File: config.mk
export PLATFORM = sky130hd
export DESIGN_NAME = rms_current_with_offset_tracking_unit_flat
export DESIGN_NICKNAME = d
export VERILOG_FILES = /design/src/rtl/core/rmsc_pkg.sv /design/src/rtl/core/rmsc_ifs.sv /design/src/rtl/core/rmsc_ctrl.sv /design/src/rtl/core/rmsc_datapath.sv /design/src/rtl/core/rms_current_with_offset_tracking_unit.sv /design/src/flat_wrapper.sv
export SDC_FILE = /design/constraint.sdc
export NUM_CORES = 2
export LEC_CHECK = 0
export BUFFER_PORTS_ARGS = -buffer_cell sky130_fd_sc_hd__buf_2
export CORE_MARGIN = 2
export CORE_UTILIZATION = 40
export CTS_CLUSTER_SIZE = 30
export DETAILED_ROUTE_END_ITERATION = 10
export PLACE_DENSITY = 0.56
export SLEW_MARGIN = 30
export SYNTH_ARGS = -nofsm -noshare
export SYNTH_HDL_FRONTEND = slang
export SYNTH_SLANG_ARGS = --single-unit
File: constraint.sdc
create_clock -name clk -period 18.5 [get_ports clk]
set_input_delay 0.925 -clock clk [delete_from_list [all_inputs] [get_ports clk]]
set_output_delay 0.925 -clock clk [all_outputs]
set_load 0.05 [all_outputs]
File: src/rtl/core/rmsc_pkg.sv
// Package with shared types, widths and codes of the rms current unit.
package rmsc_pkg;

  // Fixed widths of registers, fields and the end-of-window datapath
  localparam int WIN_W      = 13;
  localparam int GAIN_W     = 32;
  localparam int SUM_W      = 48;
  localparam int ROOT_W     = SUM_W / 2;
  localparam int RMS_W      = 18;
  localparam int CUR_W      = 32;
  localparam int PROD_W     = RMS_W + GAIN_W;
  localparam int CUR_SHIFT  = 16;
  localparam int STEP_W     = $clog2(SUM_W);
  localparam int CFG_IDX_W  = 4;
  localparam int CFG_DATA_W = 32;

  // Fixed-point layout of the offset filter
  localparam int OFFSET_FRAC = 20;
  localparam int FILT_SHIFT  = 10;
  localparam int FILT_DROP   = 12;

  // Register reset values
  localparam logic [WIN_W-1:0]  WINDOW_RESET = 13'd1000;
  localparam logic [GAIN_W-1:0] GAIN_RESET   = 32'd503316;

  // Register indexes
  localparam logic [CFG_IDX_W-1:0] CFG_WINDOW_LENGTH = 4'd0;
  localparam logic [CFG_IDX_W-1:0] CFG_CURRENT_GAIN  = 4'd1;

  typedef enum logic [2:0] {
    S_ACC,
    S_DIV,
    S_SQRT,
    S_MUL,
    S_SAT
  } rmsc_state_t;

  typedef struct packed {
    logic              accept;
    logic              last;
    logic              div_load;
    logic              div_step;
    logic              sqrt_step;
    logic              mul;
    logic              out_load;
    logic [WIN_W-1:0]  win;
    logic [GAIN_W-1:0] gain;
  } rmsc_cmd_t;

  typedef struct packed {
    logic last_pending;
    logic last_commit;
    logic out_full;
  } rmsc_status_t;

endpackage

File: src/rtl/core/rmsc_ifs.sv
// Handshake interfaces for the sample, result and configuration channels.
interface rmsc_sample_if #(parameter int ADC_BITS = 10);
  logic                valid;
  logic                ready;
  logic [ADC_BITS-1:0] adc_sample;
  modport source (output valid, output adc_sample, input ready);
  modport sink (input valid, input adc_sample, output ready);
endinterface

interface rmsc_result_if;
  logic        valid;
  logic        ready;
  logic [17:0] rms_counts;
  logic [31:0] rms_current;
  modport source (output valid, output rms_counts, output rms_current, input ready);
  modport sink (input valid, input rms_counts, input rms_current, output ready);
endinterface

interface rmsc_cfg_if;
  logic        valid;
  logic        ready;
  logic [3:0]  index;
  logic [31:0] data;
  modport source (output valid, output index, output data, input ready);
  modport sink (input valid, input index, input data, output ready);
endinterface

File: src/rtl/core/rmsc_ctrl.sv
// Controller: registers, window counter and the end-of-window sequencer.
module rmsc_ctrl #(
  parameter int WINDOW_LOG2 = 12
) (
  input  logic                               clk,
  input  logic                               rst,
  input  logic                               sample_valid,
  output logic                               sample_ready,
  input  logic                               cfg_valid,
  output logic                               cfg_ready,
  input  logic [rmsc_pkg::CFG_IDX_W-1:0]     cfg_index,
  input  logic [rmsc_pkg::CFG_DATA_W-1:0]    cfg_data,
  input  rmsc_pkg::rmsc_status_t             status,
  output rmsc_pkg::rmsc_cmd_t                cmd
);
  import rmsc_pkg::*;

  localparam int WIN_CAP_I = (WINDOW_LOG2 >= WIN_W) ? ((1 << WIN_W) - 1) : (1 << WINDOW_LOG2);
  localparam logic [WIN_W-1:0] WIN_CAP = WIN_CAP_I[WIN_W-1:0];
  localparam logic [STEP_W-1:0] DIV_LAST  = STEP_W'(SUM_W - 1);
  localparam logic [STEP_W-1:0] SQRT_LAST = STEP_W'(ROOT_W - 1);

  logic [WIN_W-1:0]  window_length;
  logic [GAIN_W-1:0] current_gain;
  logic [WIN_W-1:0]  count, count_next;
  logic [STEP_W-1:0] step, step_next;
  rmsc_state_t       state, state_next;

  logic [WIN_W-1:0] win;
  logic [WIN_W-1:0] count_inc;
  logic             win_done;

  // Write configuration registers; the port never stalls
  assign cfg_ready = 1'b1;

  always_ff @(posedge clk) begin
    if (rst) begin
      window_length <= WINDOW_RESET;
      current_gain  <= GAIN_RESET;
    end else if (cfg_valid) begin
      case (cfg_index)
        CFG_WINDOW_LENGTH: window_length <= cfg_data[WIN_W-1:0];
        CFG_CURRENT_GAIN:  current_gain  <= cfg_data[GAIN_W-1:0];
        default: ;
      endcase
    end
  end

  // Clamp the window to its legal range
  always_comb begin
    if (window_length == '0) begin
      win = WIN_W'(1);
    end else if (window_length > WIN_CAP) begin
      win = WIN_CAP;
    end else begin
      win = window_length;
    end
  end

  assign count_inc = count + 1'b1;
  assign win_done  = (count_inc >= win);

  // Hold off a window-closing word while the previous result still waits
  assign sample_ready = (state == S_ACC) && !status.last_pending &&
                        !(win_done && status.out_full);

  always_ff @(posedge clk) begin
    if (rst) begin
      state <= S_ACC;
      count <= '0;
      step  <= '0;
    end else begin
      state <= state_next;
      count <= count_next;
      step  <= step_next;
    end
  end

  // Sequence accumulate, divide, root, multiply and saturate
  always_comb begin
    state_next    = state;
    count_next    = count;
    step_next     = step;
    cmd.accept    = 1'b0;
    cmd.last      = 1'b0;
    cmd.div_load  = 1'b0;
    cmd.div_step  = 1'b0;
    cmd.sqrt_step = 1'b0;
    cmd.mul       = 1'b0;
    cmd.out_load  = 1'b0;
    cmd.win       = win;
    cmd.gain      = current_gain;
    case (state)
      S_ACC: begin
        if (sample_valid && sample_ready) begin
          cmd.accept = 1'b1;
          cmd.last   = win_done;
          count_next = win_done ? '0 : count_inc;
        end
        if (status.last_commit) begin
          cmd.div_load = 1'b1;
          step_next    = '0;
          state_next   = S_DIV;
        end
      end
      S_DIV: begin
        cmd.div_step = 1'b1;
        if (step == DIV_LAST) begin
          step_next  = '0;
          state_next = S_SQRT;
        end else begin
          step_next = step + 1'b1;
        end
      end
      S_SQRT: begin
        cmd.sqrt_step = 1'b1;
        if (step == SQRT_LAST) begin
          step_next  = '0;
          state_next = S_MUL;
        end else begin
          step_next = step + 1'b1;
        end
      end
      S_MUL: begin
        cmd.mul    = 1'b1;
        state_next = S_SAT;
      end
      S_SAT: begin
        cmd.out_load = 1'b1;
        state_next   = S_ACC;
      end
      default: begin
        state_next = S_ACC;
      end
    endcase
  end

endmodule

File: src/rtl/core/rmsc_datapath.sv
// Datapath: offset filter, square-and-sum pipeline, divider, root, scaling.
module rmsc_datapath #(
  parameter int ADC_BITS = 10
) (
  input  logic                           clk,
  input  logic                           rst,
  input  logic [ADC_BITS-1:0]            adc_sample,
  input  rmsc_pkg::rmsc_cmd_t            cmd,
  output rmsc_pkg::rmsc_status_t         status,
  output logic                           out_valid,
  input  logic                           out_ready,
  output logic [rmsc_pkg::RMS_W-1:0]     rms_counts,
  output logic [rmsc_pkg::CUR_W-1:0]     rms_current
);
  import rmsc_pkg::*;

  localparam int OFF_W  = ADC_BITS + OFFSET_FRAC;
  localparam int D_W    = OFF_W + 1;
  localparam int FILT_W = D_W - FILT_DROP;
  localparam int SQ_W   = 2 * FILT_W - 1;
  localparam int ACC_W  = ((SQ_W > SUM_W) ? SQ_W : SUM_W) + 1;
  localparam logic [ACC_W-1:0] SUM_MAX = ACC_W'({SUM_W{1'b1}});

  // Pipeline registers
  logic [OFF_W-1:0]         offset_estimate;
  logic signed [D_W-1:0]    diff_a;
  logic signed [FILT_W-1:0] filt_b;
  logic [SQ_W-1:0]          sq_c;
  logic                     va, vb, vc, la, lb, lc;
  logic [SUM_W-1:0]         square_sum;

  // End-of-window registers
  logic [SUM_W-1:0]  dq;
  logic [WIN_W-1:0]  drem;
  logic [WIN_W-1:0]  dwin;
  logic [ROOT_W+1:0] srem;
  logic [ROOT_W-1:0] root;
  logic [PROD_W-1:0] prod;

  logic signed [D_W-1:0]      diff, off_sum, filt_full;
  logic signed [2*FILT_W-1:0] sq_full;
  logic [ACC_W-1:0]           sum_add;
  logic [SUM_W-1:0]           sum_sat;
  logic [WIN_W:0]             div_sh;
  logic                       div_ge;
  logic [WIN_W:0]             div_sub;
  logic [ROOT_W+3:0]          sq_sh, sq_trial, sq_sub;
  logic                       sq_ge;

  // Update the offset and form the raw difference
  assign diff    = $signed({1'b0, adc_sample, {OFFSET_FRAC{1'b0}}}) -
                   $signed({1'b0, offset_estimate});
  assign off_sum = $signed({1'b0, offset_estimate}) + (diff >>> FILT_SHIFT);

  // Difference to the updated offset, then square
  assign filt_full = diff_a - (diff_a >>> FILT_SHIFT);
  assign sq_full   = filt_b * filt_b;

  // Accumulate with saturation at the sum's maximum
  assign sum_add = ACC_W'(square_sum) + ACC_W'(sq_c);
  assign sum_sat = (sum_add > SUM_MAX) ? {SUM_W{1'b1}} : sum_add[SUM_W-1:0];

  // One restoring divide step
  assign div_sh  = {drem, dq[SUM_W-1]};
  assign div_ge  = (div_sh >= {1'b0, dwin});
  assign div_sub = div_sh - {1'b0, dwin};

  // One digit of the square root
  assign sq_sh    = {srem, dq[SUM_W-1:SUM_W-2]};
  assign sq_trial = {2'b00, root, 2'b01};
  assign sq_ge    = (sq_sh >= sq_trial);
  assign sq_sub   = sq_sh - sq_trial;

  assign status.last_pending = (va && la) || (vb && lb) || (vc && lc);
  assign status.last_commit  = vc && lc;
  assign status.out_full     = out_valid;

  // Advance the valid flags, update the offset, and clear or accumulate the sum
  always_ff @(posedge clk) begin
    if (rst) begin
      va <= 1'b0;
      vb <= 1'b0;
      vc <= 1'b0;
      offset_estimate <= '0;
      square_sum      <= '0;
    end else begin
      va <= cmd.accept;
      vb <= va;
      vc <= vb;
      if (cmd.accept) begin
        offset_estimate <= off_sum[OFF_W-1:0];
      end
      if (cmd.div_load) begin
        square_sum <= '0;
      end else if (vc) begin
        square_sum <= sum_sat;
      end
    end
  end

  // Payload of the sample pipeline
  always_ff @(posedge clk) begin
    if (cmd.accept) begin
      diff_a <= diff;
      la     <= cmd.last;
    end
    filt_b <= filt_full[D_W-1:FILT_DROP];
    lb     <= la;
    sq_c   <= sq_full[SQ_W-1:0];
    lc     <= lb;
  end

  // Divide, then take the root in the same shift register, then scale by the gain
  always_ff @(posedge clk) begin
    if (cmd.div_load) begin
      dq   <= sum_sat;
      drem <= '0;
      dwin <= cmd.win;
      srem <= '0;
      root <= '0;
    end else if (cmd.div_step) begin
      drem <= div_ge ? div_sub[WIN_W-1:0] : div_sh[WIN_W-1:0];
      dq   <= {dq[SUM_W-2:0], div_ge};
    end else if (cmd.sqrt_step) begin
      srem <= sq_ge ? sq_sub[ROOT_W+1:0] : sq_sh[ROOT_W+1:0];
      root <= {root[ROOT_W-2:0], sq_ge};
      dq   <= {dq[SUM_W-3:0], 2'b00};
    end
    if (cmd.mul) begin
      prod <= root[RMS_W-1:0] * cmd.gain;
    end
  end

  // Output register: load a result, drop it once taken
  always_ff @(posedge clk) begin
    if (rst) begin
      out_valid <= 1'b0;
    end else if (cmd.out_load) begin
      out_valid <= 1'b1;
    end else if (out_ready) begin
      out_valid <= 1'b0;
    end
  end

  always_ff @(posedge clk) begin
    if (cmd.out_load) begin
      rms_counts  <= root[RMS_W-1:0];
      rms_current <= (|prod[PROD_W-1:CUR_W+CUR_SHIFT]) ? {CUR_W{1'b1}}
                                                     : prod[CUR_W+CUR_SHIFT-1:CUR_SHIFT];
    end
  end

endmodule

File: src/rtl/core/rms_current_with_offset_tracking_unit.sv
// Top level of the true-rms current meter with tracked DC offset.
// Throughput: one sample word per cycle inside a window, but a closing word
// waits while the previous result is held. The closing word's result follows
// 3 pipeline stages, 48 restoring divide steps, 24 root steps, multiply and
// saturate; the sample port stalls meanwhile, the configuration port never.
// Reset: synchronous; clears offset, sum and count, restores registers, no sweep.
module rms_current_with_offset_tracking_unit #(
  parameter int ADC_BITS    = 10,
  parameter int WINDOW_LOG2 = 12
) (
  input  logic          clk,
  input  logic          rst,
  rmsc_sample_if.sink   sample,
  rmsc_result_if.source result,
  rmsc_cfg_if.sink      cfg
);
  import rmsc_pkg::*;

  rmsc_cmd_t    cmd;
  rmsc_status_t status;

  rmsc_ctrl #(
    .WINDOW_LOG2(WINDOW_LOG2)
  ) u_ctrl (
    .clk          (clk),
    .rst          (rst),
    .sample_valid (sample.valid),
    .sample_ready (sample.ready),
    .cfg_valid    (cfg.valid),
    .cfg_ready    (cfg.ready),
    .cfg_index    (cfg.index),
    .cfg_data     (cfg.data),
    .status       (status),
    .cmd          (cmd)
  );

  rmsc_datapath #(
    .ADC_BITS(ADC_BITS)
  ) u_datapath (
    .clk         (clk),
    .rst         (rst),
    .adc_sample  (sample.adc_sample),
    .cmd         (cmd),
    .status      (status),
    .out_valid   (result.valid),
    .out_ready   (result.ready),
    .rms_counts  (result.rms_counts),
    .rms_current (result.rms_current)
  );

endmodule

File: src/flat_wrapper.sv
// flat-port wrapper written by rule: the top's interface ports become plain ports
module rms_current_with_offset_tracking_unit_flat import rmsc_pkg::*;
#(
  parameter int ADC_BITS    = 10,
  parameter int WINDOW_LOG2 = 12
)
  (clk, rst, sample_valid, sample_adc_sample, sample_ready, result_valid, result_rms_counts, result_rms_current, result_ready, cfg_valid, cfg_index, cfg_data, cfg_ready);
  rmsc_sample_if #(.ADC_BITS(ADC_BITS)) sample_i ();
  rmsc_result_if result_i ();
  rmsc_cfg_if cfg_i ();
  input  logic clk;
  input  logic rst;
  input wire logic [$bits(sample_i.valid)-1:0] sample_valid;
  input wire logic [$bits(sample_i.adc_sample)-1:0] sample_adc_sample;
  output wire logic [$bits(sample_i.ready)-1:0] sample_ready;
  output wire logic [$bits(result_i.valid)-1:0] result_valid;
  output wire logic [$bits(result_i.rms_counts)-1:0] result_rms_counts;
  output wire logic [$bits(result_i.rms_current)-1:0] result_rms_current;
  input wire logic [$bits(result_i.ready)-1:0] result_ready;
  input wire logic [$bits(cfg_i.valid)-1:0] cfg_valid;
  input wire logic [$bits(cfg_i.index)-1:0] cfg_index;
  input wire logic [$bits(cfg_i.data)-1:0] cfg_data;
  output wire logic [$bits(cfg_i.ready)-1:0] cfg_ready;
  assign sample_i.valid = sample_valid;
  assign sample_i.adc_sample = sample_adc_sample;
  assign sample_ready = sample_i.ready;
  assign result_valid = result_i.valid;
  assign result_rms_counts = result_i.rms_counts;
  assign result_rms_current = result_i.rms_current;
  assign result_i.ready = result_ready;
  assign cfg_i.valid = cfg_valid;
  assign cfg_i.index = cfg_index;
  assign cfg_i.data = cfg_data;
  assign cfg_ready = cfg_i.ready;
  rms_current_with_offset_tracking_unit #(.ADC_BITS(ADC_BITS), .WINDOW_LOG2(WINDOW_LOG2)) u_core (.clk(clk), .rst(rst), .sample(sample_i), .result(result_i), .cfg(cfg_i));
endmodule
==> results.yml <==
logic_synthesis:
  synth_xor_xnor_area_share_pct: 3.61
  ys_warn_count: 0
  synth_mux_area_share_pct: 1.08
  synth_cell_types: 88
  synthAdderAreaFrac_pct: 40.1
  synthSimpleGateAreaFrac_pct: 15.5
  synth_compound_area_share_pct: 9.67
  synth_common_cells: "inv_1, fa_1, nand2_1, ha_1, and2_1"
  syn_nets: 7112
  synth-seq-cells: 446
  synth.yosys.seq_area_share_pct: 20.2
  syn-cell-area_mm2: 0.0529
  synth_cells: 5853
  synth_area_leaders: "fa_1, dfxtp_1, edfxtp_1, ha_1, inv_1"
  synth_flop_cell: "dfxtp_1"
  syn_avg_cell_area_um2: 9.04
  synth.most_common_cell: "inv_1"
  synth-edff-count: 177
  async_flop_share_pct: 0
  synth_top_family_by_area: "adder cells"
  yosysTopAreaCellShare_pct: 30.8
  yosysTopAreaCell: "fa_1"
clocking:
  postCtsSetupBuffers: 0
  hold_buffers: 0
  cts.clk_slew.worst_paths_ns: 0.06
  cts.sinks: 446
  clkLatencyLatePin_ns: 0.69
  cts_made_buffers: 57
  cts_buffer_depth: 3
  clockRootBuffer: "clkbuf_16"
  cts_resized: 0
  tritoncts: "done"
  htreeDepth: 2
cells_and_area:
  nets: 7062
  drive_gt1_share_pct: 5.59
  multi_input_area_mm2: 0.0371
  n_fill_cell: 13000
  syn2layout_area_growth_pct: 8.08
  register_area_mm2: 0.0107
critical_path:
  startpoint: "u_core.u_datapath.root[17]"
  critPathCaptureType: "flop"
  slowest_stage: "dfxtp_1"
  cp_data_required_time_ns: 18.89
  critPathTopFamily: "adder cells"
  cp_common_cell: "fa_1"
  r2r-start: "u_core.u_datapath.root[17]"
  path_cells: "buf_4 -> nand2_1 -> fa_1 -> fa_1 -> inv_1 -> fa_1 -> fa_1 -> fa_1 -> inv_1 -> fa_1 -> inv_1 -> ha_1 -> a21o_1 -> a21oi_1 -> o21ai_0 -> a31oi_1 -> a211oi_1 -> o31ai_2 -> o211ai_1 -> a21oi_1 -> o221ai_1 -> xor2_1"
  worst_setup_path_start_kind: "flop"
  crit_fanout: 21
  path_class: "flop to flop"
  rrSetupSlack_ns: 10.60
  path_buf_inv: 4
  slowest_delay_ns: 0.68
  crit_arrival_ns: 8.30
routing:
  drt-total-wl_mm: 134
  ant_nets: 0
  wl_per_cell_um: 17.7
  drc: 0
  via_count: 38800
  drt_iter0_drc: 2073
  vias_per_cell: 5.10
  first_pass_iters: 8
grt:
  gr-total-overflow: 0
  grt_pass1_vias: 40600
  grt_pass1_wl_mm: 221
  grt_max_degree: 87
  global_route.usage.total_pct: 20.4
  antenna_found_initial: 5
sta:
  slew_violations: 0
  setup_viol_count_final: 0
  fmax_mhz: 127
  final_hold_viol_count: 0
  fin_crit_sh_pct: 42.7
  tns_ns: 0
  period_needed_ns: 7.90
  worst_slew_pin_slew_ns: 1.04
  clock_skew_ns: 0.0515
  grt_setup_unrepaired: "false"
  slew_headroom_pct: 30.3
  fin_ws_ns: 10.60
place:
  io_buffer_count: 102
  place.gp.congestion: 0.851
  post-place-ws_ns: 10.70
  post-dp-hpwl_mm: 101
flow_run:
  cap_violations: 0
floorplanning:
  fp.dieArea_mm2: 0.135
  core_mm2: 0.131
  die_width_um: 368
  rows: 133
  fp.dieH_um: 368
  io_pins: 104
  initial_core_util_pct: 40.2
worst_hold_path:
  hp-class: "flop to flop"
  min_from: "u_core.u_datapath.lb"
status:
  status: "completed"
## worst reg2reg max path: cells and delay by family (launching register included)
kind,cells,cell delay [ns]
AO/OA/AOI/OAI,9,2.61
flip-flops,1,0.68
adder cells (fa/ha/maj),7,3.51
buffers and inverters,4,0.50
XOR/XNOR,1,0.17
AND/OR/NAND/NOR,1,0.13
## routing by layer
metal	vias to the layer above	track usage, %	part of all wire [%]
met5	-	0	0
met2	830	33.4	46
met3	177	2.78	4.8
met4	0	5.60	2.7
li1	18400	-	-
met1	19400	28.4	46
## sequential cells by signal, indices dropped and copies added, names as in the netlist, 18 cells and up
name	cells
u_core.u_datapath.srem	26
u_core.u_datapath.filt_b	19
u_core.u_datapath.root	24
u_core.u_datapath.square_sum	48
u_core.u_datapath.sq_c	36
u_core.u_datapath.rms_counts	18
u_core.u_datapath.dq	48
u_core.u_datapath.diff_a	31
u_core.u_datapath.rms_current	32
u_core.u_ctrl.current_gain	32
u_core.u_datapath.prod	34
u_core.u_datapath.offset_estimate	30
## cell families after synthesis
kind of cell | count (synthesis)
and+or+nand+nor | 1730
buffers and inverters | 1382
adders and majority gates | 1208
AOI/OAI and AO/OA | 811
DFF | 446
xor gates and xnor gates | 218
muxes | 57
other | 1
## metrics by stage
step	hold slack (ns)	util [%]	std cells	cell area [µm²]
floorplan	0.331	-	5853	52900
global placement	0.340	41.9	7498	55100
detailed placement	0.343	41.9	7498	55100
CTS	0.355	43.5	7606	57200
global route	0.374	43.5	7607	57200
finish	0.357	43.5	7609	57200
## placed cells by master, fill, tap and decap left out, drive strengths merged, types with 56 or more instances in the layout
master / count
nand2: 811
xnor2: 157
o21ai: 152
ha: 395
fa: 813
a21oi: 283
nor3: 85
inv: 1104
buf: 172
a211oi: 56
nor2: 215
xor2: 61
a21o: 80
and2: 286
edfxtp: 177
a31oi: 70
dfxtp: 269
clkbuf: 69
nand3: 75
## area by class of cell
type	instances	area share (%)
sequential	446	18.7
inverter	1101	7.23
timing repair buffer	172	1.85
antenna	2	0.00875
tap	1755	3.84
clock inverter	39	0.888
clock buffer	69	2.66
multi-input combinational	4025	64.8
## path summary, 6_finish.rpt
| path | cells past startpoint | endpoint |
|---|---|---|
| worst max-delay path | 22 | u_core.u_datapath.prod[42] |
| worst min-delay path | 0 | u_core.u_datapath.lc |
| worst max register to register | 22 | u_core.u_datapath.prod[42] |
| worst min register to register | 0 | u_core.u_datapath.lc |
Power is not shown: default switching activity piles up to over one toggle a cycle in this logic, so the estimate is an artifact.
